$ cat config.mk
export PLATFORM = sky130hd
export DESIGN_NAME = papc_queue
export DESIGN_NICKNAME = d
export VERILOG_FILES = /design/src/hw/rtl/papc_pkg.sv /design/src/hw/rtl/papc_queue.sv
export SDC_FILE = /design/constraint.sdc
export NUM_CORES = 1
export LEC_CHECK = 0
export ABC_CLOCK_PERIOD_IN_PS = 1700
export BUFFER_PORTS_ARGS = -buffer_cell sky130_fd_sc_hd__buf_2
export CAP_MARGIN = 20
export CORE_MARGIN = 5
export CORE_UTILIZATION = 55
export CTS_BUF_LIST = sky130_fd_sc_hd__clkbuf_8 sky130_fd_sc_hd__clkbuf_16
export CTS_CLUSTER_DIAMETER = 30
export DETAILED_ROUTE_END_ITERATION = 7
export GPL_TIMING_DRIVEN = 0
export PLACE_DENSITY = 0.86
export SKIP_CTS_REPAIR_TIMING = 1
export SLEW_MARGIN = 20
export SYNTH_ARGS = -nofsm -noshare
export SYNTH_HDL_FRONTEND = slang
export SYNTH_SLANG_ARGS = --single-unit
export TNS_END_PERCENT = 20
$ cat constraint.sdc
create_clock -name clock -period 1.7 [get_ports clock]
set_input_delay 0.255 -clock clock [delete_from_list [all_inputs] [get_ports clock]]
set_output_delay 0.255 -clock clock [all_outputs]
set_load 0.02 [all_outputs]
$ cat src/hw/rtl/papc_pkg.sv
`timescale 1ns / 1ps
// Shared types and constants of the parallel activity pair counter.
package papc_pkg;

   // Fixed field widths of the request and response transfers.
   localparam int ACT_W        = 6;
   localparam int CASE_W       = 32;
   localparam int LC_W         = 2;
   localparam int PAIR_COUNT_W = 32;

   localparam logic [PAIR_COUNT_W-1:0] PAIR_COUNT_MAX = '1;

   // Default sizes handed to the top level parameters.
   localparam int DEF_NUM_ACTIVITIES = 64;
   localparam int DEF_COUNT_WIDTH    = 32;
   localparam int DEF_OPEN_WIDTH     = 8;

   // Command queue between front and back end; depth must be a power of two.
   localparam int QUEUE_DEPTH = 4;
   localparam int QUEUE_PTR_W = $clog2(QUEUE_DEPTH);

   // Request codes.
   localparam logic CMD_EVENT = 1'b0;
   localparam logic CMD_READ  = 1'b1;

   localparam logic [LC_W-1:0] LC_START    = 2'd0;
   localparam logic [LC_W-1:0] LC_COMPLETE = 2'd1;

   // Work for the back end after classification.
   typedef enum logic [1:0] {
      OP_NONE,
      OP_START,
      OP_COMPLETE,
      OP_READ
   } papc_op_type;

   typedef struct packed {
      papc_op_type      op;
      logic             new_case;
      logic             read_zero;
      logic [ACT_W-1:0] act;
      logic [ACT_W-1:0] oth;
   } papc_cmd_type;

   typedef struct packed {
      logic full;
      logic empty;
   } papc_qstat_type;

endpackage

$ cat src/hw/rtl/papc_queue.sv
`timescale 1ns / 1ps
// Short command queue between the front end and the back end.
module papc_queue (
   input  logic                     clock,
   input  logic                     reset,
   input  logic                     push,
   input  papc_pkg::papc_cmd_type   push_cmd,
   input  logic                     pop,
   output papc_pkg::papc_cmd_type   q_data,
   output papc_pkg::papc_qstat_type q_stat
);
   import papc_pkg::*;

   papc_cmd_type             queue_slots [QUEUE_DEPTH];
   logic [QUEUE_PTR_W-1:0]   wr_ptr_ff, wr_ptr_in;
   logic [QUEUE_PTR_W-1:0]   rd_ptr_ff, rd_ptr_in;
   logic [QUEUE_PTR_W:0]     count_ff, count_in;

   assign q_data       = queue_slots[rd_ptr_ff];
   assign q_stat.full  = count_ff == (QUEUE_PTR_W + 1)'(QUEUE_DEPTH);
   assign q_stat.empty = count_ff == '0;

   always_comb begin
      wr_ptr_in = push ? wr_ptr_ff + QUEUE_PTR_W'(1) : wr_ptr_ff;
      rd_ptr_in = pop ? rd_ptr_ff + QUEUE_PTR_W'(1) : rd_ptr_ff;
      count_in  = count_ff;
      if (push && !pop) begin
         count_in = count_ff + (QUEUE_PTR_W + 1)'(1);
      end else if (pop && !push) begin
         count_in = count_ff - (QUEUE_PTR_W + 1)'(1);
      end
   end

   always_ff @(posedge clock) begin
      if (push) begin
         queue_slots[wr_ptr_ff] <= push_cmd;
      end
   end

   always_ff @(posedge clock) begin
      if (reset) begin
         wr_ptr_ff <= '0;
         rd_ptr_ff <= '0;
         count_ff  <= '0;
      end else begin
         wr_ptr_ff <= wr_ptr_in;
         rd_ptr_ff <= rd_ptr_in;
         count_ff  <= count_ff == count_in ? count_ff : count_in;
      end
   end

endmodule

==> results.cfg, run 1 <==
[run_status]
status = finished, violations left
violations = setup timing

[sta]
timing.final.crit_share_pct = 111
drv_slew = 0
fin_ws_ns = -0.188
slew_headroom_pct = 70.5
fmax_ghz = 0.530
holdWs_ns = 0.136
rsz0062_at_grt = true
setup_viol = 16
period_needed_ns = 1.89
fin_worst_skew_ns = 0.00885
worst_pin_slew_ns = 0.443
finalHoldViolCount = 0

[critical_path]
arrival_ns = 1.63
critical_path.slowest_cell = mux4_2
critical-path-max-stage-delay_ns = 0.51
crit_type = flip-flop to output port
path_cells = buf_8, clkbuf_16, mux4_2, buf_6
worst_setup_path_start_kind = flip-flop
reg2reg_slack_ns = 0.31
critPathMaxFanout = 8
cp-end-kind = output port
path_buf_inv = 3
crit_required_ns = 1.44
cpLargestDelayFamily = multiplexers

[final_layout]
nFillCells = 353
multi_input_area_um2 = 659
fin_cells = 259
regArea_um2 = 2100
final_cell_area_um2 = 3390
area.growth.synth_to_final_pct = 19.6
final_common_cell = edfxtp_1
drive_above_1_share_pct = 38.1
final_nets = 211
final_cell_mix = 64 x edfxtp_1, 25 x buf_2, 13 x buf_6
antenna_cells = 0

[clocking]
cts-root-buf = clkbuf_8
clkSlewWorstSetupHoldPaths_ns = 0.07
cts_tree = built
clock_latency_ns = 0.34
htree_levels = 3
clkSinkCount = 73
cts_made_buffers = 9
clock_path_buffers = 2

[place]
io_buffers = 35
hpwl_um = 3050
place_area_um2 = 3100
gp_congestion = 0.736
dp.cells = 241

[route]
vias = 1373
ant_nets = 0
wirelength_um = 4730
drt_drc_violations_left = 0
vias_per_cell = 5.30
drt-initial-drc-count = 75
post_drt_wl_per_cell_um = 18.3
drtPass1Iterations = 4

[pwr]
peakVddDrop_mv = 0.853
p_per_area_nw_per_um2 = 1130
power_mw = 3.84
leakagePower_nw = 1.23

[logic_synthesis]
yosysTopAreaCellShare_pct = 67.8
avgSynthCellArea_um2 = 20.9
synth_cells = 136
synth_area_leaders = edfxtp_1 68%, mux4_2 7.9%, dfxtp_1 6.4%, mux4_1 5.6%, ha_1 3.1%
synth_cell_types = 24
synth_area_um2 = 2840
ys.warnings.count = 0
synth.largest_area_cell = edfxtp_1
yosys_register_bits = 73
synth.net_count = 163
synth_seq_area_share_pct = 74.1

[global_routing]
grt_overflow = 0
grt_max_degree = 17
grt_pass1_wl_um = 7170
grt_pass1_vias = 1435
grt_use_total_pct = 15.4
antenna_found_initial = 0

[die]
die_height_um = 81.8
ios = 38
die-area_um2 = 6690
start_util_pct = 56.3
die_w_um = 81.8
coreArea_um2 = 5040
rows = 26

[flow_run]
drv_cap = 0

[hold_path]
hp-class = input port to flip-flop
[synthesized netlist by cell type, drive strengths merged]
| cell | instances |
|---|---|
| mux2i | 1 |
| nor2 | 6 |
| clkbuf | 1 |
| mux2 | 1 |
| ha | 7 |
| nor2b | 2 |
| edfxtp | 64 |
| and2 | 6 |
| xor2 | 2 |
| nor3 | 2 |
| buf | 6 |
| dfxtp | 9 |
| o21ai | 1 |
| nand2 | 1 |
| a211oi | 2 |
| nor3b | 1 |
| inv | 4 |
| and3b | 2 |
| mux4 | 16 |
| xnor2 | 2 |
[final timing paths]
path | from | endpoint | depth (start not counted)
setup / recovery | flip-flop | q_data[8] | 4
hold / removal | push_cmd[1] | queue_slots[3][1] | 1
setup reg to reg | wr_ptr_ff[0] | queue_slots[1][10] | 2
hold reg to reg | rd_ptr_ff[1] | rd_ptr_ff[1] | 2
[state kept, by name, summed over array words and instances (netlist names), named ones only]
register and cells:
queue_slots 64, count_ff 3, rd_ptr_ff 2, wr_ptr_ff 2
[final cells by class]
class                   instances  area share [%]
multi-input cells              52            19.4
inverters                       4           0.443
plain buffers                   7            2.10
repair buffers                 37            8.15
well taps                      70            2.58
clock inverters                 7            1.62
flip-flops and latches         73            62.0
clock buffers                   9            3.65
[power by group]
group	switching, mW	total, mW	internal, mW
registers	0.0327	2.08	2.05
logic	0.274	0.538	0.264
clock network	0.566	1.22	0.652
[per-layer routing]
layer  part of all wire (%)  GRT usage [%]  vias up
met5                      0              0        -
met4                    1.3           6.48        0
met3                    4.6           5.15        7
met2                     56           26.6       36
met1                     38           17.6      699
li1                       -              -      631
[cell families (layout without fill, tap and decap cells)]
group / after synthesis / after routing / share of synthesized area [%]
fa+ha+maj: 7 / 7 / 3.09
buf+inv: 11 / 64 / 2.69
xor+xnor: 4 / 4 / 1.24
flops: 73 / 73 / 74.1
compound gates: 3 / 3 / 0.705
mux: 18 / 18 / 14.2
simple gates: 20 / 20 / 3.93
[metrics by stage]
stage / TNS (ns) / utilization [%] / setup WS, ns
detailed placement: 0 / 61.5 / 0.0113
global route: -3.15 / 67.3 / -0.246
global placement: 0 / 61.5 / 0.124
finish: -2.23 / 67.3 / -0.188
floorplan: 0 / - / 0.303
CTS: -3.17 / 65.0 / -0.270
Power figures use the tool's default switching activity.
==> run 2: changes to the inputs <==
- ABC_AREA: default -> 1
- CELL_PAD_IN_SITES_DETAIL_PLACEMENT: default -> 1
- CELL_PAD_IN_SITES_GLOBAL_PLACEMENT: default -> 2
- CORE_UTILIZATION: 55 -> 38
==> results.cfg, run 2 <==
[global_routing]
grt_use_total_pct = 14.2
grt_max_degree = 17
grt_overflow = 0
grt_pass1_vias = 1973
grt_pass1_wl_um = 10200
antenna_found_initial = 0

[sta]
slew_headroom_pct = 49.8
period_needed_ns = 1.72
holdWs_ns = 0.126
fmax_ghz = 0.582
rsz0062_at_grt = true
fin_ws_ns = -0.0172
worst_pin_slew_ns = 0.753
fin_worst_skew_ns = 0.00888
finalHoldViolCount = 0
drv_slew = 0
timing.final.crit_share_pct = 101
setup_viol = 1

[final_layout]
area.growth.synth_to_final_pct = 23.0
largest_register = queue_slots
fin_cells = 381
drive_above_1_share_pct = 25.2
final_common_cell = edfxtp_1
antenna_cells = 0
final_cell_mix = 64 x edfxtp_1, 36 x nor2_1, 26 x buf_2
largest_reg_flops = 64
final_nets = 304
regArea_um2 = 2110
nFillCells = 803
multi_input_area_um2 = 662
largest_registers = queue_slots x64, count_ff x3

[logic_synthesis]
synth.largest_area_cell = edfxtp_1
synth-edff-count = 64
synth_seq_area_share_pct = 73.2
yosys_register_bits = 73
synth_cell_types = 21
yosys_most_used_dff = edfxtp_1
synth_cells = 229
synth_area_leaders = edfxtp_1 67%, dfxtp_1 6.3%, nor2_1 4.7%, o22ai_1 3.5%, o21ai_0 3.3%
yosys.cell_count.top_type = edfxtp_1
ys.warnings.count = 0
yosysTopAreaCellShare_pct = 66.9
synth_area_um2 = 2870
synth.net_count = 256
avgSynthCellArea_um2 = 12.5
synth_commonest_cells = 64 x edfxtp_1, 36 x nor2_1, 24 x nand2_1
synthArstFlopShare_pct = 0

[route]
drt_drc_violations_left = 0
ant_nets = 0
vias = 1865
drt-initial-drc-count = 70
vias_per_cell = 4.90
post_drt_wl_per_cell_um = 16.9
wirelength_um = 6440
drtPass1Iterations = 4

[die]
die_height_um = 96.9
die-area_um2 = 9400
start_util_pct = 39.4
coreArea_um2 = 7290
ios = 38
rows = 31
die_w_um = 96.9

[critical_path]
cp-end-kind = output port
crit_required_ns = 1.44
arrival_ns = 1.46
crit_type = flip-flop to output port
critPathMaxFanout = 10
worst_setup_path_start_kind = flip-flop

[pwr]
switchingPower_mw = 0.984
combPwrFrac_pct = 12.3
p_clk_share_pct = 38.6
internal_power_mw = 3.23
p_per_area_nw_per_um2 = 1190
p_seq_share_pct = 49.1
leakagePower_nw = 1.37
power_mw = 4.22
swShare_pct = 23.3
peakVddDrop_mv = 0.444

[hold_path]
hp-class = input port to flip-flop

[place]
dp.cells = 364
hpwl_um = 4370
io_buffers = 36
place_ws_ns = 0.0660
gp_congestion = 0.751

[clocking]
cts_tree = built
cts-root-buf = clkbuf_8
clock_path_buffers = 2
htree_levels = 3
clock_latency_ns = 0.34
clkSinkCount = 73
cts_made_buffers = 9
clkSlewWorstSetupHoldPaths_ns = 0.08

[run_status]
status = finished, violations left
violations = setup timing

[flow_run]
drv_cap = 0
run 2: cell count changes after synthesis, sizes merged, moves of 2 or more:
cell,change
mux4,-16
nor2b,-2
nor2,+31
and2,-6
o22ai,+16
o21ai,+32
and3b,-2
buf,+2
nand2,+25
inv,+15
a21oi,+3
xor2,-2
run 2: power groups by stage:
stage                     Combinational (mW)  Sequential [mW]  Clock (mW)
after CTS                              0.478             2.07        1.67
after global routing                   0.572             2.08        1.75
final                                  0.519             2.07        1.63
after detailed placement               0.477             2.11           0
after floorplan                        0.298             2.10           0
after global placement                 0.460             2.10           0
run 2: worst max-delay path, stage by stage, from the launching register on:
cell     delay, ns
dfxtp_4       0.38
inv_4         0.10
buf_8         0.14
nor2_1        0.05
o22ai_1       0.24
buf_4         0.19
run 2: layout make-up:
| class | instances | share of cell area [%] |
|---|---|---|
| Clock buffer | 10 | 3.89 |
| Multi-Input combinational cell | 128 | 18.7 |
| Sequential cell | 73 | 59.7 |
| Tap cell | 99 | 3.50 |
| Timing Repair Buffer | 37 | 6.02 |
| Clock inverter | 6 | 3.04 |
| Buffer | 9 | 2.87 |
| Inverter | 19 | 2.27 |
run 2: path summary, 6_finish.rpt:
| check | cells after the start | start | slack [ns] | endpoint |
|---|---|---|---|---|
| max | 5 | flip-flop | -0.02 | q_data[11] |
| min | 1 | push_cmd[2] | 0.13 | queue_slots[3][2] |
| max reg2reg | 4 | wr_ptr_ff[0] | 0.13 | queue_slots[0][6] |
| min reg2reg | 2 | count_ff[1] | 0.51 | count_ff[1] |
run 2: stage by stage:
step | util [%] | setup TNS (ns) | area, µm²
after floorplan | - | 0 | 2870
after global placement | 43.6 | 0 | 3180
after detailed placement | 43.6 | 0 | 3180
after CTS | 46.9 | -2.80 | 3420
after global routing | 48.5 | -0.276 | 3530
final | 48.5 | -0.0172 | 3530
run 2: cell families (layout without fill, tap and decap cells):
group	count (synthesis)	in the layout	synth area share, %
flops	73	73	73.2
buf+inv	28	81	4.01
xor+xnor	1	1	0.305
simple gates	67	67	9.45
compound gates	53	53	10.0
fa+ha+maj	7	7	3.05
run 2: layer usage:
metal | part of all wire [%] | track usage [%] | up-vias
met4 | 2.4 | 6.37 | 0
met2 | 51 | 23.2 | 33
met1 | 43 | 17.5 | 909
met5 | 0 | 0 | -
li1 | - | - | 908
met3 | 3.6 | 3.81 | 15
