--- src/hw/rtl/papc_pkg.sv ---
`timescale 1ns / 1ps
// Shared types and constants of the parallel activity pair counter.
package papc_pkg;

   // Fixed field widths of the request and response transfers.
   localparam int ACT_W        = 6;
   localparam int CASE_W       = 32;
   localparam int LC_W         = 2;
   localparam int PAIR_COUNT_W = 32;

   localparam logic [PAIR_COUNT_W-1:0] PAIR_COUNT_MAX = '1;

   // Default sizes handed to the top level parameters.
   localparam int DEF_NUM_ACTIVITIES = 64;
   localparam int DEF_COUNT_WIDTH    = 32;
   localparam int DEF_OPEN_WIDTH     = 8;

   // Command queue between front and back end; depth must be a power of two.
   localparam int QUEUE_DEPTH = 4;
   localparam int QUEUE_PTR_W = $clog2(QUEUE_DEPTH);

   // Request codes.
   localparam logic CMD_EVENT = 1'b0;
   localparam logic CMD_READ  = 1'b1;

   localparam logic [LC_W-1:0] LC_START    = 2'd0;
   localparam logic [LC_W-1:0] LC_COMPLETE = 2'd1;

   // Work for the back end after classification.
   typedef enum logic [1:0] {
      OP_NONE,
      OP_START,
      OP_COMPLETE,
      OP_READ
   } papc_op_type;

   typedef struct packed {
      papc_op_type      op;
      logic             new_case;
      logic             read_zero;
      logic [ACT_W-1:0] act;
      logic [ACT_W-1:0] oth;
   } papc_cmd_type;

   typedef struct packed {
      logic full;
      logic empty;
   } papc_qstat_type;

endpackage

--- src/hw/rtl/papc_front.sv ---
`timescale 1ns / 1ps
// Front end: accepts requests, tracks the current case and classifies commands.
module papc_front #(
   parameter int NUM_ACTIVITIES = 64
) (
   input  logic                              clock,
   input  logic                              reset,
   input  logic                              req_valid,
   output logic                              req_ready,
   input  logic                              req_command,
   input  logic [papc_pkg::CASE_W-1:0]       req_case_id,
   input  logic [papc_pkg::ACT_W-1:0]        req_activity,
   input  logic [papc_pkg::LC_W-1:0]         req_lifecycle,
   input  logic [papc_pkg::ACT_W-1:0]        req_other_activity,
   input  papc_pkg::papc_qstat_type          q_stat,
   input  logic                              init_done,
   output logic                              push,
   output papc_pkg::papc_cmd_type            push_cmd
);
   import papc_pkg::*;

   localparam int IDX_W = $clog2(NUM_ACTIVITIES);
   localparam int CMP_W = (IDX_W + 1 > ACT_W) ? IDX_W + 1 : ACT_W;

   logic [CASE_W-1:0] current_case_ff, current_case_in;
   logic              case_seen_ff, case_seen_in;
   logic              act_ok;
   logic              oth_ok;
   logic              is_new_case;

   assign act_ok = CMP_W'(req_activity) < CMP_W'(NUM_ACTIVITIES);
   assign oth_ok = CMP_W'(req_other_activity) < CMP_W'(NUM_ACTIVITIES);
   assign is_new_case = !case_seen_ff || (req_case_id != current_case_ff);

   assign req_ready = init_done && !q_stat.full;
   assign push      = req_valid && req_ready;

   always_comb begin
      push_cmd.act       = req_activity;
      push_cmd.oth       = req_other_activity;
      push_cmd.new_case  = 1'b0;
      push_cmd.read_zero = 1'b0;
      push_cmd.op        = OP_NONE;
      current_case_in    = current_case_ff;
      case_seen_in       = case_seen_ff;
      if (req_command == CMD_READ) begin
         push_cmd.op        = OP_READ;
         push_cmd.read_zero = !(act_ok && oth_ok);
      end else begin
         push_cmd.new_case = is_new_case;
         if (act_ok && req_lifecycle == LC_START) begin
            push_cmd.op = OP_START;
         end else if (act_ok && req_lifecycle == LC_COMPLETE) begin
            push_cmd.op = OP_COMPLETE;
         end
         if (push) begin
            current_case_in = req_case_id;
            case_seen_in    = 1'b1;
         end
      end
   end

   always_ff @(posedge clock) begin
      if (reset) begin
         current_case_ff <= '0;
         case_seen_ff    <= 1'b0;
      end else begin
         current_case_ff <= current_case_in;
         case_seen_ff    <= case_seen_in;
      end
   end

endmodule

--- config.mk ---
export PLATFORM = sky130hd
export DESIGN_NAME = papc_front
export DESIGN_NICKNAME = d
export VERILOG_FILES = /design/src/hw/rtl/papc_pkg.sv /design/src/hw/rtl/papc_front.sv
export SDC_FILE = /design/constraint.sdc
export NUM_CORES = 1
export LEC_CHECK = 0
export BUFFER_PORTS_ARGS = -buffer_cell sky130_fd_sc_hd__buf_2
export CAP_MARGIN = 10
export CORE_ASPECT_RATIO = 1.1
export CORE_MARGIN = 2
export CORE_UTILIZATION = 40
export DETAILED_ROUTE_END_ITERATION = 8
export GPL_TIMING_DRIVEN = 0
export PLACE_DENSITY = 0.69
export RECOVER_POWER = 100
export SLEW_MARGIN = 10
export SYNTH_ARGS = -nofsm -noshare
export SYNTH_HDL_FRONTEND = slang
export SYNTH_SLANG_ARGS = --single-unit
--- constraint.sdc ---
create_clock -name clock -period 2 [get_ports clock]
set_clock_uncertainty 0.1 [all_clocks]
set_input_delay 0.2 -clock clock [delete_from_list [all_inputs] [get_ports clock]]
set_output_delay 0.2 -clock clock [all_outputs]
set_load 0.02 [all_outputs]
==> flow_summary.json, run 1 <==
{
  "grt_setup_unrepaired": "no",
  "instances_no_fill": 324,
  "synth_area_leader_cell": "dfxtp_1",
  "fillers": 424,
  "total_power_mw": 1.53,
  "status": "finished, final reports clean",
  "period_needed_ns": 1.92,
  "yosysWarningCount": 0,
  "tns_ns": 0,
  "cts_buffer_depth": 2,
  "p_clk_share_pct": 41.8,
  "seq_area_frac_synth_pct": 38.9,
  "sequentialPowerShare_pct": 44.5,
  "finalSetupViolations": 0,
  "vias": 1470,
  "grtUsageMet1_pct": 19.1,
  "syn_inst": 209,
  "finalMaxSlewViolations": 0,
  "use_met3_pct": 5.12,
  "area_growth_pct": 23.8,
  "cp_data_required_time_ns": 1.70,
  "timing.final.crit_share_pct": 95.8,
  "use_met2_pct": 28.1,
  "antenna_found_initial": 0,
  "busiest_layer": "met2",
  "place_congestion": 0.770,
  "syn_avg_cell_area_um2": 8.13,
  "power.density_mw_per_mm2": 728,
  "cts_tree": "done",
  "vdd_drop_max_mv": 0.407,
  "final_antenna_net_count": 0,
  "core_mm2": 0.00402,
  "drt-pass1-iter-count": 4,
  "clockRootBuffer": "clkbuf_8",
  "grt_pass1_wl_mm": 5.88,
  "clkLatencyLatePin_ns": 0.28,
  "slowest_delay_ns": 0.35,
  "min_path_type": "in -> reg",
  "cp-start-kind": "register",
  "crit_path_max_fanout": 2,
  "worstSetupEndpointType": "output pin",
  "ff2ff_setup_slack_ns": 1.26,
  "worstSetupPathType": "reg -> out",
  "numCtsBuffers": 5,
  "finalWirelength_mm": 3.65,
  "numPortBuffers": 55,
  "die_h_um": 72.4,
  "die_w_um": 66.1,
  "dp_cells": 316,
  "overflow": 0,
  "dp_hpwl_mm": 2.80,
  "mostFrequentLayoutCell": "nand2_1",
  "p_int_mw": 1.18,
  "wl_per_cell_um": 11.3,
  "viasPerCell": 4.54,
  "synth_nets": 262,
  "clock_sinks": 33,
  "mostFrequentLayoutCells": "nand2_1, buf_2, dfxtp_1",
  "p_leak_nw": 0.774,
  "ys_types": 27,
  "grt_pass1_vias": 1351,
  "ios": 71,
  "synth_area_leaders": "dfxtp_1, xnor2_1, nand2_1, a21oi_1, buf_4",
  "drt_iter0_drc": 70,
  "hold_viol": 0,
  "yosysTopAreaCellShare_pct": 38.9,
  "crit_slowest_cell": "nor4_2",
  "timing.fmax_ghz": 0.522,
  "drive_gt1_share_pct": 26.1,
  "syn_area_mm2": 0.00170,
  "start_util_pct": 42.2,
  "grt_max_degree": 11,
  "num_rows": 24,
  "pwr-share-comb_pct": 13.7,
  "nets": 324,
  "crit_arrival_ns": 1.62,
  "drc_errors": 0,
  "switchingPower_uw": 356,
  "die_area_mm2": 0.00479,
  "path_cells": "xnor2_1 -> nand4_1 -> nor4_2 -> a31oi_1 -> clkbuf_2",
  "cts.clk_slew.worst_paths_ns": 0.07,
  "ys_ff_latch": 33,
  "track_usage_pct": 16.2,
  "cts_hold_buffers": 0,
  "drv_cap": 0,
  "h-tree-depth": 2,
  "switching_share_pct": 23.3,
  "n_antenna_cell": 0
}
## cells by family (layout without fill, tap and decap cells)
logic type / Yosys count / count (layout) / synth area share (%)
xor gates and xnor gates: 31 / 31 / 16.0
AOI/OAI and AO/OA: 36 / 36 / 11.2
other: 1 / 1 / 0.221
and+or+nand+nor: 81 / 81 / 22.2
buffers and inverters: 27 / 90 / 11.5
DFF: 33 / 33 / 38.9
## synthesized netlist by cell type
cell,n
nand2_1,54
dfxtp_1,33
a21oi_1,32
xnor2_1,28
buf_4,13
nand2_2,10
nand4_1,6
clkbuf_1,4
buf_2,3
buf_8,3
inv_1,3
xor2_1,3
nor2_1,2
nor4_1,2
a21o_1,1
a31oi_1,1
buf_6,1
conb_1,1
nand2b_1,1
nand3_1,1
nand3b_4,1
nor2_2,1
nor2b_1,1
nor3_1,1
o2111ai_1,1
o21bai_1,1
or2_1,1
## path summary, 6_finish.rpt
kind | cells after the start | from | end
max reg2reg | 2 | current_case_ff[26] | current_case_ff[26]
min reg2reg | 2 | current_case_ff[24] | current_case_ff[24]
max | 5 | current_case_ff[21] | push_cmd[13]
min | 3 | req_case_id[17] | current_case_ff[17]
## what timing repair did
| item | in CTS | in global routing |
|---|---|---|
| endpoints found under the setup margin | 1 | 0 |
| resized for setup | 1 | 0 |
| setup buffers | 0 | 0 |
## final cells by class
class                           count  area [um^2]  area share, %
Buffer                             24          161           7.67
Clock buffer                        7         86.3           4.10
Clock inverter                      1         30.0           1.43
Inverter                            3         11.3          0.535
Multi-Input combinational cell    149          835           39.7
Sequential cell                    33          661           31.4
Tap cell                           52         65.1           3.09
Timing Repair Buffer               55          254           12.1
## critical path, delay by kind of cell (launching register included)
kind,cells,cell delay (ns)
flip-flops,1,0.32
AND/OR/NAND/NOR,2,0.53
buffers and inverters,1,0.17
XOR/XNOR,1,0.18
AO/OA/AOI/OAI,1,0.13
## per-stage QoR
stage	worst slack, ns	utilization, %	area (um^2)	hold WS (ns)
after CTS	0.0803	53.7	2160	0.0611
after global placement	0.313	50.7	2040	0.354
after global routing	0.0225	52.3	2100	0.0596
after floorplan	0.667	-	1700	0.236
after detailed placement	0.310	50.7	2040	0.359
final	0.0832	52.3	2100	0.0651
## registers in the layout (all words and copies together) (netlist names)
| name | flops |
|---|---|
| case_seen_ff | 1 |
| current_case_ff | 32 |
## power groups by stage
stage | combinational, mW | sequential [mW] | clock (mW)
3_3_place_gp | 0.219 | 0.695 | 0
4_1_cts | 0.223 | 0.681 | 0.661
5_1_grt | 0.231 | 0.682 | 0.694
6_report | 0.210 | 0.681 | 0.640
2_1_floorplan | 0.133 | 0.694 | 0
3_5_place_dp | 0.221 | 0.696 | 0
## layer usage
layer  part of all wire [%]  vias up
met5                      0        -
met4                   0.79        0
met3                    6.3        5
met2                     51       36
met1                     42      650
li1                       -      779
No activity file was read; power rests on OpenSTA's default activity.
==> run 2: changes to the inputs <==
--- a/config.mk
+++ b/config.mk
@@ -12,7 +12,7 @@
 export CORE_UTILIZATION = 40
 export DETAILED_ROUTE_END_ITERATION = 8
 export GPL_TIMING_DRIVEN = 0
-export PLACE_DENSITY = 0.69
+export PLACE_DENSITY = 0.71
 export RECOVER_POWER = 100
 export SLEW_MARGIN = 10
 export SYNTH_ARGS = -nofsm -noshare
==> constraint.sdc (replaced) <==
create_clock -name clock -period 1.7 [get_ports clock]
set_clock_uncertainty 0.1 [all_clocks]
set_input_delay 0.17 -clock clock [delete_from_list [all_inputs] [get_ports clock]]
set_output_delay 0.17 -clock clock [all_outputs]
set_load 0.02 [all_outputs]
==> flow_summary.json, run 2 (synthesis gave the netlist of run 1 again) <==
{
  "status": "finished, violations left",
  "violations": "setup timing",
  "cp-start-kind": "register",
  "mostFrequentLayoutCell": "nand2_1",
  "path_cells": "xnor2_1 -> nand4_1 -> nor4_2 -> a31oi_1 -> buf_4",
  "worstSetupPathType": "reg -> out",
  "worstSetupEndpointType": "output pin",
  "p_leak_nw": 0.833,
  "nets": 324,
  "instances_no_fill": 324,
  "numPortBuffers": 55,
  "wl_per_cell_um": 12.1,
  "top_register": "current_case_ff",
  "cp_data_required_time_ns": 1.43,
  "antenna_found_initial": 0,
  "num_rows": 24,
  "hold_viol": 0,
  "place_congestion": 0.733,
  "viasPerCell": 4.69,
  "start_util_pct": 42.2,
  "clockRootBuffer": "clkbuf_8",
  "slowest_delay_ns": 0.33,
  "grt_pass1_wl_mm": 6.34,
  "clock_sinks": 33,
  "multi_input_area_um2": 923,
  "finalSetupViolations": 1,
  "die_area_mm2": 0.00479,
  "cp_top_family": "simple AND/OR/NAND/NOR gates",
  "n_antenna_cell": 0,
  "worst_slack_ns": -0.0911,
  "tns_ns": -0.0911,
  "overflow": 0,
  "die_h_um": 72.4,
  "cts_tree": "done",
  "h-tree-depth": 2,
  "final_antenna_net_count": 0,
  "finalWirelength_mm": 3.91,
  "drive_gt1_share_pct": 33.8,
  "top_regs": "current_case_ff (32), case_seen_ff (1)",
  "power.density_mw_per_mm2": 829,
  "seq_area_um2": 673,
  "vdd_drop_max_mv": 0.485,
  "drt_iter0_drc": 83,
  "whs_ns": 0.0296,
  "ios": 71,
  "period_needed_ns": 1.79,
  "vias": 1518,
  "drc_errors": 0,
  "dp_hpwl_mm": 2.76,
  "clkLatencyLatePin_ns": 0.28,
  "area_growth_pct": 29.9,
  "die_w_um": 66.1,
  "finalMaxSlewViolations": 0,
  "drv_cap": 0,
  "timing.final.crit_share_pct": 105,
  "fillers": 405,
  "grt_max_degree": 11,
  "path_buf_inv": 1,
  "core_mm2": 0.00402,
  "dp_cells": 316,
  "drt-pass1-iter-count": 4,
  "cts.clk_slew.worst_paths_ns": 0.07,
  "cts_buffer_depth": 2,
  "numCtsBuffers": 5,
  "grt_pass1_vias": 1485,
  "crit_arrival_ns": 1.52,
  "crit_path_max_fanout": 2,
  "largest_reg_flops": 32,
  "min_path_type": "in -> reg",
  "grt_setup_unrepaired": "yes",
  "track_usage_pct": 17.2,
  "timing.fmax_ghz": 0.558,
  "total_power_mw": 1.83,
  "crit_slowest_cell": "dfxtp_1",
  "mostFrequentLayoutCells": "nand2_1, buf_2, a21oi_1"
}
## run 2: stage by stage
step	setup WS (ns)	util, %	area, um^2
after floorplan	0.397	-	1700
after global placement	0.0317	50.7	2040
after detailed placement	0.0251	50.7	2040
after CTS	-0.115	55.4	2230
after global routing	-0.197	54.9	2210
final	-0.0911	54.9	2210
## run 2: tightest hold or removal path, delay by kind of cell
kind            cells  cell delay, ns
simple gates        1            0.05
compound gates      1            0.05
buf+inv             1            0.11
## run 2: final timing paths
check	start	endpoint	slack (ns)	cells after the start
max	current_case_ff[0]	push_cmd[13]	-0.09	5
min	req_case_id[12]	current_case_ff[12]	0.03	3
max reg2reg	current_case_ff[29]	current_case_ff[29]	0.92	2
min reg2reg	current_case_ff[9]	current_case_ff[9]	0.36	2
## run 2: repair_timing
| item | CTS | global route |
|---|---|---|
| setup buffers | 0 | 0 |
| hold buffers | 0 | 0 |
| pin swaps | 15 | 10 |
| gates cloned | 0 | 0 |
| endpoints found under the setup margin | 1 | 1 |
| gates resized for setup | 15 | 9 |
## run 2: final cells by class
class                      instances  share of cell area, %
buffer                            24                   7.31
clock buffer                       7                   3.91
clock inverter                     1                   1.36
inverter                           3                  0.510
multi-input combinational        149                   41.8
sequential                        33                   30.5
tap                               52                   2.95
timing repair buffer              55                   11.6
## run 2: layer usage
layer	vias up	global-route usage, %	part of all wire [%]
li1	784	-	-
met1	681	20.1	40
met2	48	29.8	52
met3	5	5.12	6.8
met4	0	5.67	1.1
met5	-	0	0
## run 2: power by group
| group | switching [mW] | leakage [nW] | internal [mW] |
|---|---|---|---|
| combinational | 0.141 | 0.503 | 0.126 |
| clock | 0.283 | 0.0585 | 0.478 |
| sequential | 0.0127 | 0.272 | 0.791 |
| total | 0.437 | 0.833 | 1.39 |
